--- src/hdl/hsvtl_pkg.sv ---
`timescale 1ns / 1ps
`default_nettype none
// ----------------------------------------------------------------------------
// hsvtl_pkg
// Shared widths, codes and types of the HSV traffic light classifier.
// ----------------------------------------------------------------------------
package hsvtl_pkg;

   localparam int CountWidth  = 20;  // per-color hit counter, 8..32
   localparam int TotalWidth  = 20;  // reported totals
   localparam int ThreshWidth = 20;
   localparam int BoxWidth    = 48;
   localparam int CmpWidth    = (CountWidth > TotalWidth) ? CountWidth : TotalWidth;

   localparam int CsrIndexWidth = 3;
   localparam int CsrDataWidth  = 48;

   // queue between classifier and accumulator, power of two
   localparam int FifoDepth      = 4;
   localparam int FifoIndexWidth = $clog2(FifoDepth);
   localparam int LevelWidth     = $clog2(FifoDepth + 1);

   localparam logic [CmpWidth-1:0] TotalMaxCmp =
      CmpWidth'((64'd1 << TotalWidth) - 64'd1);

   // register map
   localparam logic [CsrIndexWidth-1:0] CSR_RED_BOX      = 3'd0;
   localparam logic [CsrIndexWidth-1:0] CSR_YELLOW_BOX   = 3'd1;
   localparam logic [CsrIndexWidth-1:0] CSR_GREEN_BOX    = 3'd2;
   localparam logic [CsrIndexWidth-1:0] CSR_DOMINANT_MIN = 3'd3;
   localparam logic [CsrIndexWidth-1:0] CSR_MINOR_MAX    = 3'd4;
   localparam logic [CsrIndexWidth-1:0] CSR_GREEN_MIN    = 3'd5;
   localparam logic [CsrIndexWidth-1:0] CSR_ARROW_MAX    = 3'd6;

   localparam logic [ThreshWidth-1:0] DominantMinReset = 20'd50;
   localparam logic [ThreshWidth-1:0] MinorMaxReset    = 20'd10;
   localparam logic [ThreshWidth-1:0] GreenMinReset    = 20'd10;
   localparam logic [ThreshWidth-1:0] ArrowMaxReset    = 20'd70;

   // light codes
   localparam logic [1:0] LIGHT_RED    = 2'd0;
   localparam logic [1:0] LIGHT_YELLOW = 2'd1;
   localparam logic [1:0] LIGHT_ARROW  = 2'd2;
   localparam logic [1:0] LIGHT_GREEN  = 2'd3;

   typedef struct packed {
      logic red;
      logic yellow;
      logic green;
      logic last;
   } hit_type;

   typedef struct packed {
      logic [ThreshWidth-1:0] dominant_min;
      logic [ThreshWidth-1:0] minor_max;
      logic [ThreshWidth-1:0] green_min;
      logic [ThreshWidth-1:0] arrow_max;
   } thresh_type;

   typedef struct packed {
      logic                  not_empty;
      logic                  not_full;
      logic [LevelWidth-1:0] level;
   } fifo_status_type;

   typedef struct packed {
      logic pop;
      logic frame_done;
   } back_status_type;

endpackage
`default_nettype wire

--- src/hdl/hsvtl_front.sv ---
`timescale 1ns / 1ps
`default_nettype none
// ----------------------------------------------------------------------------
// hsvtl_front
// Tests each incoming pixel against the three color boxes.
// ----------------------------------------------------------------------------
module hsvtl_front (
   input  wire logic                            req_valid,
   input  wire logic [7:0]                      req_hue,
   input  wire logic [7:0]                      req_saturation,
   input  wire logic [7:0]                      req_brightness,
   input  wire logic                            req_frame_end,
   input  wire logic [hsvtl_pkg::BoxWidth-1:0]  red_box,
   input  wire logic [hsvtl_pkg::BoxWidth-1:0]  yellow_box,
   input  wire logic [hsvtl_pkg::BoxWidth-1:0]  green_box,
   output logic                                 push,
   output hsvtl_pkg::hit_type                   push_data
);

   // bounds inclusive; low above high matches nothing
   function automatic logic in_box(input logic [7:0] h, input logic [7:0] s,
                                   input logic [7:0] v,
                                   input logic [hsvtl_pkg::BoxWidth-1:0] box);
      logic hit_h;
      logic hit_s;
      logic hit_v;
      hit_h = (h >= box[7:0])   && (h <= box[15:8]);
      hit_s = (s >= box[23:16]) && (s <= box[31:24]);
      hit_v = (v >= box[39:32]) && (v <= box[47:40]);
      return hit_h && hit_s && hit_v;
   endfunction

   assign push = req_valid;

   always_comb begin
      push_data.red    = in_box(req_hue, req_saturation, req_brightness, red_box);
      push_data.yellow = in_box(req_hue, req_saturation, req_brightness, yellow_box);
      push_data.green  = in_box(req_hue, req_saturation, req_brightness, green_box);
      push_data.last   = req_frame_end;
   end

endmodule
`default_nettype wire

--- src/hdl/hsvtl_fifo.sv ---
`timescale 1ns / 1ps
`default_nettype none
// ----------------------------------------------------------------------------
// hsvtl_fifo
// Short queue of classified pixels between front and back.
// ----------------------------------------------------------------------------
module hsvtl_fifo (
   input  wire logic                      clock,
   input  wire logic                      reset,
   input  wire logic                      push,
   input  wire hsvtl_pkg::hit_type        push_data,
   input  wire logic                      pop,
   output hsvtl_pkg::hit_type             head,
   output hsvtl_pkg::fifo_status_type     status
);

   hsvtl_pkg::hit_type mem [hsvtl_pkg::FifoDepth];

   logic [hsvtl_pkg::FifoIndexWidth-1:0] wr_ptr_ff, wr_ptr_in;
   logic [hsvtl_pkg::FifoIndexWidth-1:0] rd_ptr_ff, rd_ptr_in;
   logic [hsvtl_pkg::LevelWidth-1:0]     level_ff, level_in;
   logic                                 do_push;
   logic                                 do_pop;

   always_comb begin
      status.level     = level_ff;
      status.not_empty = (level_ff != '0);
      status.not_full  = (level_ff != hsvtl_pkg::LevelWidth'(hsvtl_pkg::FifoDepth));
   end

   assign do_push = push && status.not_full;
   assign do_pop  = pop && status.not_empty;
   assign head    = mem[rd_ptr_ff];

   always_comb begin
      wr_ptr_in = do_push ? wr_ptr_ff + hsvtl_pkg::FifoIndexWidth'(1) : wr_ptr_ff;
      rd_ptr_in = do_pop  ? rd_ptr_ff + hsvtl_pkg::FifoIndexWidth'(1) : rd_ptr_ff;
      level_in  = level_ff;
      if (do_push && !do_pop) begin
         level_in = level_ff + hsvtl_pkg::LevelWidth'(1);
      end else if (do_pop && !do_push) begin
         level_in = level_ff - hsvtl_pkg::LevelWidth'(1);
      end
   end

   always_ff @(posedge clock) begin
      if (do_push) begin
         mem[wr_ptr_ff] <= push_data;
      end
   end

   always_ff @(posedge clock) begin
      if (reset) begin
         wr_ptr_ff <= '0;
         rd_ptr_ff <= '0;
         level_ff  <= '0;
      end else begin
         wr_ptr_ff <= wr_ptr_in;
         rd_ptr_ff <= rd_ptr_in;
         level_ff  <= level_in;
      end
   end

endmodule
`default_nettype wire

--- src/hdl/hsvtl_back.sv ---
`timescale 1ns / 1ps
`default_nettype none
// ----------------------------------------------------------------------------
// hsvtl_back
// Counts hits per color, decides the light at frame end, holds the result.
// ----------------------------------------------------------------------------
module hsvtl_back (
   input  wire logic                                clock,
   input  wire logic                                reset,
   input  wire hsvtl_pkg::hit_type                  head,
   input  wire logic                                head_valid,
   input  wire hsvtl_pkg::thresh_type               thresh,
   output hsvtl_pkg::back_status_type               status,
   output logic                                     rsp_valid,
   input  wire logic                                rsp_ready,
   output logic [1:0]                               rsp_light,
   output logic [hsvtl_pkg::TotalWidth-1:0]         rsp_red_total,
   output logic [hsvtl_pkg::TotalWidth-1:0]         rsp_yellow_total,
   output logic [hsvtl_pkg::TotalWidth-1:0]         rsp_green_total
);

   localparam int CW = hsvtl_pkg::CountWidth;
   localparam int MW = hsvtl_pkg::CmpWidth;
   localparam int TW = hsvtl_pkg::TotalWidth;

   logic [CW-1:0] red_ff, red_in, yel_ff, yel_in, grn_ff, grn_in;
   logic [CW-1:0] red_nx, yel_nx, grn_nx;
   logic [MW-1:0] r_c, y_c, g_c, dom_c, minor_c, gmin_c, arrow_c;
   logic          valid_ff, valid_in;
   logic [1:0]    light_ff, light_in;
   logic [TW-1:0] red_tot_ff, yel_tot_ff, grn_tot_ff;
   logic          out_free;
   logic          pop;
   logic          frame_done;

   function automatic logic [TW-1:0] report(input logic [MW-1:0] c);
      return (c > hsvtl_pkg::TotalMaxCmp) ? TW'(hsvtl_pkg::TotalMaxCmp) : TW'(c);
   endfunction

   assign out_free   = !valid_ff || rsp_ready;
   assign pop        = head_valid && (!head.last || out_free);
   assign frame_done = pop && head.last;

   always_comb begin
      status.pop        = pop;
      status.frame_done = frame_done;
   end

   // saturating bumps
   always_comb begin
      red_nx = (head.red    && red_ff != '1) ? red_ff + CW'(1) : red_ff;
      yel_nx = (head.yellow && yel_ff != '1) ? yel_ff + CW'(1) : yel_ff;
      grn_nx = (head.green  && grn_ff != '1) ? grn_ff + CW'(1) : grn_ff;
   end

   always_comb begin
      r_c     = MW'(red_nx);
      y_c     = MW'(yel_nx);
      g_c     = MW'(grn_nx);
      dom_c   = MW'(thresh.dominant_min);
      minor_c = MW'(thresh.minor_max);
      gmin_c  = MW'(thresh.green_min);
      arrow_c = MW'(thresh.arrow_max);
      light_in = hsvtl_pkg::LIGHT_RED;
      if (r_c > dom_c && y_c < minor_c && g_c < minor_c) begin
         light_in = hsvtl_pkg::LIGHT_RED;
      end else if (y_c > dom_c && r_c < minor_c && g_c < minor_c) begin
         light_in = hsvtl_pkg::LIGHT_YELLOW;
      end else if (g_c > gmin_c && r_c < minor_c && y_c < minor_c) begin
         light_in = (g_c < arrow_c) ? hsvtl_pkg::LIGHT_ARROW : hsvtl_pkg::LIGHT_GREEN;
      end
   end

   always_comb begin
      red_in = red_ff;
      yel_in = yel_ff;
      grn_in = grn_ff;
      if (frame_done) begin
         red_in = '0;
         yel_in = '0;
         grn_in = '0;
      end else if (pop) begin
         red_in = red_nx;
         yel_in = yel_nx;
         grn_in = grn_nx;
      end
      valid_in = frame_done ? 1'b1 : (rsp_ready ? 1'b0 : valid_ff);
   end

   always_ff @(posedge clock) begin
      if (reset) begin
         red_ff   <= '0;
         yel_ff   <= '0;
         grn_ff   <= '0;
         valid_ff <= 1'b0;
      end else begin
         red_ff   <= red_in;
         yel_ff   <= yel_in;
         grn_ff   <= grn_in;
         valid_ff <= valid_in;
      end
   end

   always_ff @(posedge clock) begin
      if (frame_done) begin
         light_ff   <= light_in;
         red_tot_ff <= report(r_c);
         yel_tot_ff <= report(y_c);
         grn_tot_ff <= report(g_c);
      end
   end

   assign rsp_valid        = valid_ff;
   assign rsp_light        = light_ff;
   assign rsp_red_total    = red_tot_ff;
   assign rsp_yellow_total = yel_tot_ff;
   assign rsp_green_total  = grn_tot_ff;

endmodule
`default_nettype wire

--- src/hdl/hsv_traffic_light_classifier_core.sv ---
`timescale 1ns / 1ps
`default_nettype none
// ----------------------------------------------------------------------------
// hsv_traffic_light_classifier_core
// Counts HSV pixels inside three color boxes and reports the light per frame.
// ----------------------------------------------------------------------------
//
//  channel | ports      | direction | moves
//  --------+------------+-----------+-----------------------------------------
//  req     | req_*      | in        | one pixel per transaction, frame_end flag
//  rsp     | rsp_*      | out       | light and three totals, once per frame
//  csr     | csr_*      | in        | register write (index, data), always ready
//
//  One pixel per cycle sustained while rsp is not stalled: the box compares
//  feed a 4-entry queue, and the accumulator drains one entry per cycle
//  (counter bump plus threshold compare). With the queue empty, a frame_end
//  entry passes the queue and then the valid register before rsp_valid rises.
//  Reset (synchronous) clears counters, queue and result valid, and loads the
//  register reset values. A stalled rsp holds the frame_end entry at the queue
//  head; pixels keep entering until the queue is full, then req_ready drops.
//
module hsv_traffic_light_classifier_core (
   input  wire logic                                 clock,
   input  wire logic                                 reset,
   // pixel input
   input  wire logic                                 req_valid,
   output logic                                      req_ready,
   input  wire logic [7:0]                           req_hue,
   input  wire logic [7:0]                           req_saturation,
   input  wire logic [7:0]                           req_brightness,
   input  wire logic                                 req_frame_end,
   // frame result
   output logic                                      rsp_valid,
   input  wire logic                                 rsp_ready,
   output logic [1:0]                                rsp_light,
   output logic [hsvtl_pkg::TotalWidth-1:0]          rsp_red_total,
   output logic [hsvtl_pkg::TotalWidth-1:0]          rsp_yellow_total,
   output logic [hsvtl_pkg::TotalWidth-1:0]          rsp_green_total,
   // register writes
   input  wire logic                                 csr_valid,
   output logic                                      csr_ready,
   input  wire logic [hsvtl_pkg::CsrIndexWidth-1:0]  csr_index,
   input  wire logic [hsvtl_pkg::CsrDataWidth-1:0]   csr_wdata
);

   localparam int BW = hsvtl_pkg::BoxWidth;
   localparam int HW = hsvtl_pkg::ThreshWidth;

   logic [BW-1:0]                red_box_ff, yellow_box_ff, green_box_ff;
   hsvtl_pkg::thresh_type        thresh_ff;
   logic                         csr_write;

   logic                         push;
   hsvtl_pkg::hit_type           push_data;
   hsvtl_pkg::hit_type           head;
   hsvtl_pkg::fifo_status_type   fifo_status;
   hsvtl_pkg::back_status_type   back_status;

   // ---------------- register file ----------------
   assign csr_ready = 1'b1;
   assign csr_write = csr_valid && csr_ready;

   always_ff @(posedge clock) begin
      if (reset) begin
         red_box_ff             <= '0;
         yellow_box_ff          <= '0;
         green_box_ff           <= '0;
         thresh_ff.dominant_min <= hsvtl_pkg::DominantMinReset;
         thresh_ff.minor_max    <= hsvtl_pkg::MinorMaxReset;
         thresh_ff.green_min    <= hsvtl_pkg::GreenMinReset;
         thresh_ff.arrow_max    <= hsvtl_pkg::ArrowMaxReset;
      end else if (csr_write) begin
         case (csr_index)
            hsvtl_pkg::CSR_RED_BOX:      red_box_ff             <= csr_wdata[BW-1:0];
            hsvtl_pkg::CSR_YELLOW_BOX:   yellow_box_ff          <= csr_wdata[BW-1:0];
            hsvtl_pkg::CSR_GREEN_BOX:    green_box_ff           <= csr_wdata[BW-1:0];
            hsvtl_pkg::CSR_DOMINANT_MIN: thresh_ff.dominant_min <= csr_wdata[HW-1:0];
            hsvtl_pkg::CSR_MINOR_MAX:    thresh_ff.minor_max    <= csr_wdata[HW-1:0];
            hsvtl_pkg::CSR_GREEN_MIN:    thresh_ff.green_min    <= csr_wdata[HW-1:0];
            hsvtl_pkg::CSR_ARROW_MAX:    thresh_ff.arrow_max    <= csr_wdata[HW-1:0];
            default: begin
               // unmapped index: write dropped
            end
         endcase
      end
   end

   // ---------------- front: classify ----------------
   hsvtl_front u_front (
      .req_valid      (req_valid),
      .req_hue        (req_hue),
      .req_saturation (req_saturation),
      .req_brightness (req_brightness),
      .req_frame_end  (req_frame_end),
      .red_box        (red_box_ff),
      .yellow_box     (yellow_box_ff),
      .green_box      (green_box_ff),
      .push           (push),
      .push_data      (push_data)
   );

   assign req_ready = fifo_status.not_full;

   // ---------------- queue ----------------
   hsvtl_fifo u_fifo (
      .clock     (clock),
      .reset     (reset),
      .push      (push),
      .push_data (push_data),
      .pop       (back_status.pop),
      .head      (head),
      .status    (fifo_status)
   );

   // ---------------- back: count and decide ----------------
   hsvtl_back u_back (
      .clock            (clock),
      .reset            (reset),
      .head             (head),
      .head_valid       (fifo_status.not_empty),
      .thresh           (thresh_ff),
      .status           (back_status),
      .rsp_valid        (rsp_valid),
      .rsp_ready        (rsp_ready),
      .rsp_light        (rsp_light),
      .rsp_red_total    (rsp_red_total),
      .rsp_yellow_total (rsp_yellow_total),
      .rsp_green_total  (rsp_green_total)
   );

   // ---------------- assertions ----------------
   a_level_bound: assert property (@(posedge clock) disable iff (reset)
      fifo_status.level <= hsvtl_pkg::LevelWidth'(hsvtl_pkg::FifoDepth))
      else $error("queue level above depth");

   a_result_source: assert property (@(posedge clock) disable iff (reset)
      $rose(rsp_valid) |-> $past(back_status.frame_done))
      else $error("result valid without a frame end");

   a_no_overwrite: assert property (@(posedge clock) disable iff (reset)
      back_status.frame_done |-> (!rsp_valid || rsp_ready))
      else $error("pending result overwritten");

   a_pop_nonempty: assert property (@(posedge clock) disable iff (reset)
      back_status.pop |-> fifo_status.not_empty)
      else $error("pop from empty queue");

endmodule
`default_nettype wire

--- config.mk ---
export PLATFORM = sky130hd
export DESIGN_NAME = hsv_traffic_light_classifier_core
export DESIGN_NICKNAME = d
export VERILOG_FILES = /design/src/hdl/hsvtl_pkg.sv /design/src/hdl/hsvtl_front.sv /design/src/hdl/hsvtl_fifo.sv /design/src/hdl/hsvtl_back.sv /design/src/hdl/hsv_traffic_light_classifier_core.sv
export SDC_FILE = /design/constraint.sdc
export NUM_CORES = 1
export LEC_CHECK = 0
export BUFFER_PORTS_ARGS = -buffer_cell sky130_fd_sc_hd__buf_2
export CORE_MARGIN = 1.5
export CORE_UTILIZATION = 40
export CTS_BUF_LIST = sky130_fd_sc_hd__clkbuf_4
export CTS_CLUSTER_SIZE = 20
export DETAILED_ROUTE_END_ITERATION = 6
export HOLD_SLACK_MARGIN = 0.06
export RECOVER_POWER = 100
export SKIP_LAST_GASP = 1
export SLEW_MARGIN = 20
export SYNTH_ARGS = -nofsm -noshare
export SYNTH_HDL_FRONTEND = slang
export SYNTH_SLANG_ARGS = --single-unit
--- constraint.sdc ---
create_clock -name clock -period 5.7 [get_ports clock]
set_input_delay 0.57 -clock clock [delete_from_list [all_inputs] [get_ports clock]]
set_output_delay 0.57 -clock clock [all_outputs]
set_load 0.02 [all_outputs]
==> impl_metrics.ini, run 1 <==
[status]
outcome = finished with violations
violations = max-capacitance violations, max-slew violations

[synthesis]
synth-edff-count = 78
synth-seq-cells = 372
synth_cells = 2574
synth_top_area_share_pct = 27.3
async_flop_share_pct = 0
synth_top_cell_by_area = dfxtp_1
synthFlopType = dfxtp_1
avgSynthCellArea_um2 = 8.37
synth.distinct_cells = 63
synth-seq-area-share_pct = 38.2
synthesis.area_um2 = 21500
yosysWarnings = 0
ys_top_cells_by_area = dfxtp_1 27%, ha_1 17%, edfxtp_1 11%
synth_nets = 2944

[sta]
finalSetupViolations = 0
period_share_pct = 88.8
slew_viol_final = 264
maxSlewHeadroom_pct = -166
min_period_ps = 5060
max_freq_mhz = 198
rsz0062_at_grt = no
fin_setup_tns_ps = 0
tightestPinTransition_ps = 3980
skew_ps = 69.1
hold_viol_final = 0
timing.final.ws_setup_ps = 641
whs_ps = 167

[final_layout]
nets = 3127
stdcell_area_um2 = 24500
syn_to_final_growth_pct = 13.5
instances_no_fill = 3532
post-route-util_pct = 46.3
drive_gt1_share_pct = 9.72

[placement]
post-place-ws_ps = 879
port_buffers = 144
place_congestion = 0.960
dp.cells = 3292
hpwl_um = 45700
place_area_um2 = 22800

[critical_path]
timing.rr.start = u_back.grn_ff[15]
crit_path_end = green_box_ff[3]
reg2reg_slack_ps = 700
crit_path_start_kind = input port
crit_fanout = 87
crit_type = input port to flip-flop
critical_path_required_ps = 6310
end_kind = flip-flop
arrival_ps = 5670
crit_path_start = reset
timing.rr.end = u_back.rsp_light[0]
rr_worst_depth = 15

[pwr]
p_leak_nw = 9.74
vdd_ir_drop_max_mv = 0.340
p_total_mw = 7.30
powerDensity_nw_per_um2 = 298

[drt]
num_vias = 18200
routedWlPerCell_um = 18.1
drtIter0Drc = 1145
via_per_inst = 5.15
drt_wl_total_um = 63800
detail_route.drc_violations = 0
detail-route-antenna-nets = 0
drt-pass1-iter-count = 5

[die]
start_util_pct = 40.8
ios = 146
fp.dieW_um = 235
die_y_um = 235
core-area_um2 = 52900
num_rows = 84
die_area_um2 = 55300

[min_path]
min_path_type = input port to flip-flop

[clocking]
postCtsSetupBuffers = 0
cts_tree = yes
clk_pin_slew_ps = 70
cts.path.max_buffers = 3
clk_latency_ps = 880
clock-sinks = 372
cts_resized = 0
cts_buffers = 101
htreeDepth = 3
root_buffer = clkbuf_4

[flow_run]
drv_cap = 4

[global_route]
track_usage_pct = 23.0
antenna_found_initial = 3
grt_max_degree = 88
grt-ovfl-total = 0
grt_pass1_vias = 17900
grt_pass1_wl_um = 99200
Yosys cell counts, drive strengths merged (5+ instances only):
master,instances
o21bai,7
nand2,512
a221o,5
ha,288
edfxtp,78
dfxtp,294
nand3b,10
xnor2,89
nand4,52
nand2b,27
nor2b,25
and4,8
nand3,53
and3,19
inv,228
a211oi,7
o21a,16
o211ai,5
a21o,34
nor3,34
mux2,6
buf,20
or3,16
clkbuf,110
xor2,71
o21ai,76
a21oi,292
nor2,142
routing by layer:
metal  vias to the layer above  wire [µm]  GRT usage (%)
met5                         -          0              0
met4                         0       2210           9.33
met3                       125       3030           4.15
met2                       444      31700           40.4
met1                      8518      26900           27.5
li1                       9110          -              -
worst min-delay path by stage:
stage	cells after the start	startpoint	endpoint	slack [ps]
after CTS	4	csr_index[0]	thresh_ff[52]	90
after detailed placement	2	thresh_ff[51]	thresh_ff[51]	450
final	4	csr_index[0]	thresh_ff[52]	170
after floorplan	2	thresh_ff[0]	thresh_ff[0]	430
after global placement	2	thresh_ff[51]	thresh_ff[51]	440
after global routing	4	csr_index[0]	thresh_ff[53]	130
worst max-delay path: stages:
cell and delay (ps):
clkbuf_1 2720, clkbuf_1 2140, a21oi_1 110
power breakdown:
| part | leakage [nW] | switching, mW | total [mW] | internal, mW |
|---|---|---|---|---|
| clock | 0.789 | 1.19 | 2.45 | 1.26 |
| combinational | 5.84 | 1.18 | 1.68 | 0.500 |
| sequential | 3.11 | 0.136 | 3.17 | 3.04 |
| total | 9.74 | 2.50 | 7.30 | 4.80 |
cells by family after synthesis:
kind of cell	synth area share [%]
simple gates	18.9
compound gates	12.3
xor+xnor	6.50
flops	38.2
mux	0.923
other cells	0.0174
buf+inv	6.42
fa+ha+maj	16.8
sequential cells by signal, summed over array words and instances (netlist names), named ones only:
register and cells:
u_back.grn_ff 20, u_fifo.rd_ptr_ff 2, thresh_ff 80, red_box_ff 48, u_back.red_ff 20, u_back.rsp_green_total 20, u_back.rsp_yellow_total 20, yellow_box_ff 48
green_box_ff 48, u_fifo.level_ff 3, u_back.rsp_valid 1, u_fifo.wr_ptr_ff 2, u_fifo.mem 16, u_back.yel_ff 20, u_back.rsp_light 2, u_back.rsp_red_total 20
cell type report:
| type | instances | area [µm²] |
|---|---|---|
| Clock buffer | 151 | 1130 |
| Timing Repair Buffer | 210 | 1240 |
| Multi-Input combinational cell | 1844 | 11900 |
| Fill cell | 5217 | 28400 |
| Tap cell | 688 | 861 |
| Antenna cell | 4 | 10.0 |
| Inverter | 228 | 856 |
| Sequential cell | 372 | 8230 |
| Clock inverter | 35 | 189 |
repair_timing:
| action | 4_1_cts | 5_1_grt |
|---|---|---|
| endpoints found under the hold margin | 205 | 0 |
| hold buffers | 50 | 0 |
| endpoints found under the setup margin | 0 | 0 |
cell usage in the layout, fill, tap and decap left out, types with 7 or more instances in the layout:
cell | netlist | layout
inv_1 | 228 | 228
dlygate4sd3_1 | 0 | 50
clkinv_1 | 0 | 20
o21a_1 | 16 | 16
nand3_1 | 53 | 53
clkbuf_1 | 109 | 70
nor2_1 | 142 | 140
o21ai_0 | 75 | 75
nand3b_1 | 10 | 10
buf_4 | 2 | 10
a211oi_1 | 7 | 7
nor3_1 | 31 | 30
nand2_1 | 512 | 511
ha_1 | 288 | 288
and4_1 | 8 | 8
o21bai_1 | 7 | 7
a21oi_1 | 292 | 292
buf_2 | 6 | 77
a21o_1 | 34 | 34
nand4_1 | 51 | 52
and3_1 | 19 | 19
xor2_1 | 71 | 71
nand2b_1 | 27 | 26
nor2b_1 | 25 | 25
clkbuf_4 | 0 | 151
dfxtp_1 | 294 | 294
edfxtp_1 | 78 | 78
xnor2_1 | 89 | 89
clkinv_2 | 0 | 7
or3_1 | 14 | 14
(Power assumes the default switching activity.)
==> run 2: changes to the inputs <==
--- a/config.mk
+++ b/config.mk
@@ -8,7 +8,7 @@
 export BUFFER_PORTS_ARGS = -buffer_cell sky130_fd_sc_hd__buf_2
 export CORE_MARGIN = 1.5
 export CORE_UTILIZATION = 40
-export CTS_BUF_LIST = sky130_fd_sc_hd__clkbuf_4
+export CTS_BUF_LIST = sky130_fd_sc_hd__clkbuf_4 sky130_fd_sc_hd__clkbuf_8
 export CTS_CLUSTER_SIZE = 20
 export DETAILED_ROUTE_END_ITERATION = 6
 export HOLD_SLACK_MARGIN = 0.06
==> impl_metrics.ini, run 2 (synthesized netlist as in run 1, its figures left out) <==
[die]
start_util_pct = 40.8
ios = 146
fp.dieW_um = 235
die_area_um2 = 55300
num_rows = 84
core-area_um2 = 52900
die_y_um = 235

[critical_path]
crit_fanout = 9
critical_path_required_ps = 6100
arrival_ps = 5360
timing.rr.start = u_back.grn_ff[15]
crit_path_start_kind = flip-flop
crit_type = flip-flop to flip-flop
end_kind = flip-flop
reg2reg_slack_ps = 730
timing.rr.end = u_back.rsp_light[0]
rr_worst_depth = 15

[final_layout]
post-route-util_pct = 45.7
instances_no_fill = 3416
nets = 3045
final_common_cell = nand2_1
largest_register = thresh_ff
drive_gt1_share_pct = 8.36
final_cell_mix = 511 x nand2_1, 294 x dfxtp_1, 292 x a21oi_1
largest_register_ffs = 80
num-fill-cells = 5172
syn_to_final_growth_pct = 12.2

[sta]
period_share_pct = 87.1
whs_ps = 165
min_period_ps = 4970
skew_ps = 39.4
maxSlewHeadroom_pct = -157
tightestPinTransition_ps = 3850
finalSetupViolations = 0
fin_setup_tns_ps = 0
rsz0062_at_grt = no
hold_viol_final = 0
slew_viol_final = 374
max_freq_mhz = 201

[pwr]
vdd_ir_drop_max_mv = 0.301
p_leak_nw = 9.56
p_total_mw = 7.74
powerDensity_nw_per_um2 = 320

[clocking]
cts_resized = 0
clock-sinks = 372
root_buffer = clkbuf_8
cts_buffers = 69
cts_tree = yes
cts.path.max_buffers = 3
postCtsSetupBuffers = 0
htreeDepth = 3
clk_pin_slew_ps = 60
clk_latency_ps = 660
cts-hold-fix-buffers = 0

[placement]
hpwl_um = 45700
port_buffers = 144
place_congestion = 0.960
dp.cells = 3292

[drt]
detail_route.drc_violations = 0
detail-route-antenna-nets = 0
via_per_inst = 5.23
drt-pass1-iter-count = 5
num_vias = 17900
drtIter0Drc = 1135
routedWlPerCell_um = 18.5
drt_wl_total_um = 63300

[global_route]
grt-ovfl-total = 0
antenna_found_initial = 5
grt_pass1_wl_um = 98200
track_usage_pct = 22.8
grt_max_degree = 88
grt_pass1_vias = 17400

[flow_run]
drv_cap = 6

[min_path]
hold_end = yellow_box_ff[22]
min_path_cells = 3
min_path_type = input port to flip-flop
hold_start = csr_wdata[22]

[status]
violations = max-capacitance violations, max-slew violations
outcome = finished with violations
-- run 2: power breakdown --
part           internal [mW]  total, mW  switching (mW)
registers               3.04       3.17           0.134
logic                  0.479       1.65            1.17
clock network           1.71       2.92            1.21
-- run 2: area by class of cell --
cell class                      count  area (µm²)  share of cell area [%]
Timing Repair Buffer              160         732                    3.03
Antenna cell                        2        5.00                  0.0207
Tap cell                          688         861                    3.56
Sequential cell                   372        8230                    34.0
Clock inverter                     23         292                    1.21
Inverter                          228         856                    3.54
Clock buffer                       99        1260                    5.22
Multi-Input combinational cell   1844       11900                    49.4
-- run 2: per-stage QoR --
stage	worst slack [ps]	cell area, µm²
after CTS	848	24300
after floorplan	1410	21500
final	734	24200
after detailed placement	879	22800
after global placement	856	22800
after global routing	412	24200
-- run 2: worst max-delay path by stage --
| stage | from | end | slack, ps | cells after the start |
|---|---|---|---|---|
| floorplan | u_back.red_ff[2] | u_back.rsp_light[1] | 1410 | 19 |
| global placement | u_back.grn_ff[15] | u_back.rsp_light[1] | 860 | 15 |
| detailed placement | u_back.grn_ff[15] | u_back.rsp_light[0] | 880 | 15 |
| CTS | u_back.grn_ff[15] | u_back.rsp_light[0] | 850 | 15 |
| global route | u_back.grn_ff[15] | u_back.rsp_light[0] | 410 | 15 |
| finish | u_back.grn_ff[15] | u_back.rsp_light[0] | 730 | 15 |
-- run 2: critical path, cell delays in order (launching register included) --
cell	delay, ps
dfxtp_1	490
nand4_1	220
or4_1	670
o211ai_1	420
inv_1	100
and3_1	230
xor2_1	180
ha_1	200
a211o_1	250
o211ai_1	80
a21oi_1	90
o311a_1	330
a2111oi_0	680
o31ai_1	270
nor4_1	390
a21oi_1	90
-- run 2: per-layer routing --
| layer | up-vias | part of all wire [%] | GRT usage, % | routed length [µm] |
|---|---|---|---|---|
| met1 | 8413 | 42 | 27.5 | 26600 |
| met5 | - | 0.060 | 0 | 38 |
| met2 | 427 | 49 | 39.8 | 31000 |
| met3 | 126 | 4.9 | 4.29 | 3110 |
| met4 | 6 | 4.0 | 9.39 | 2540 |
| li1 | 8878 | - | - | - |
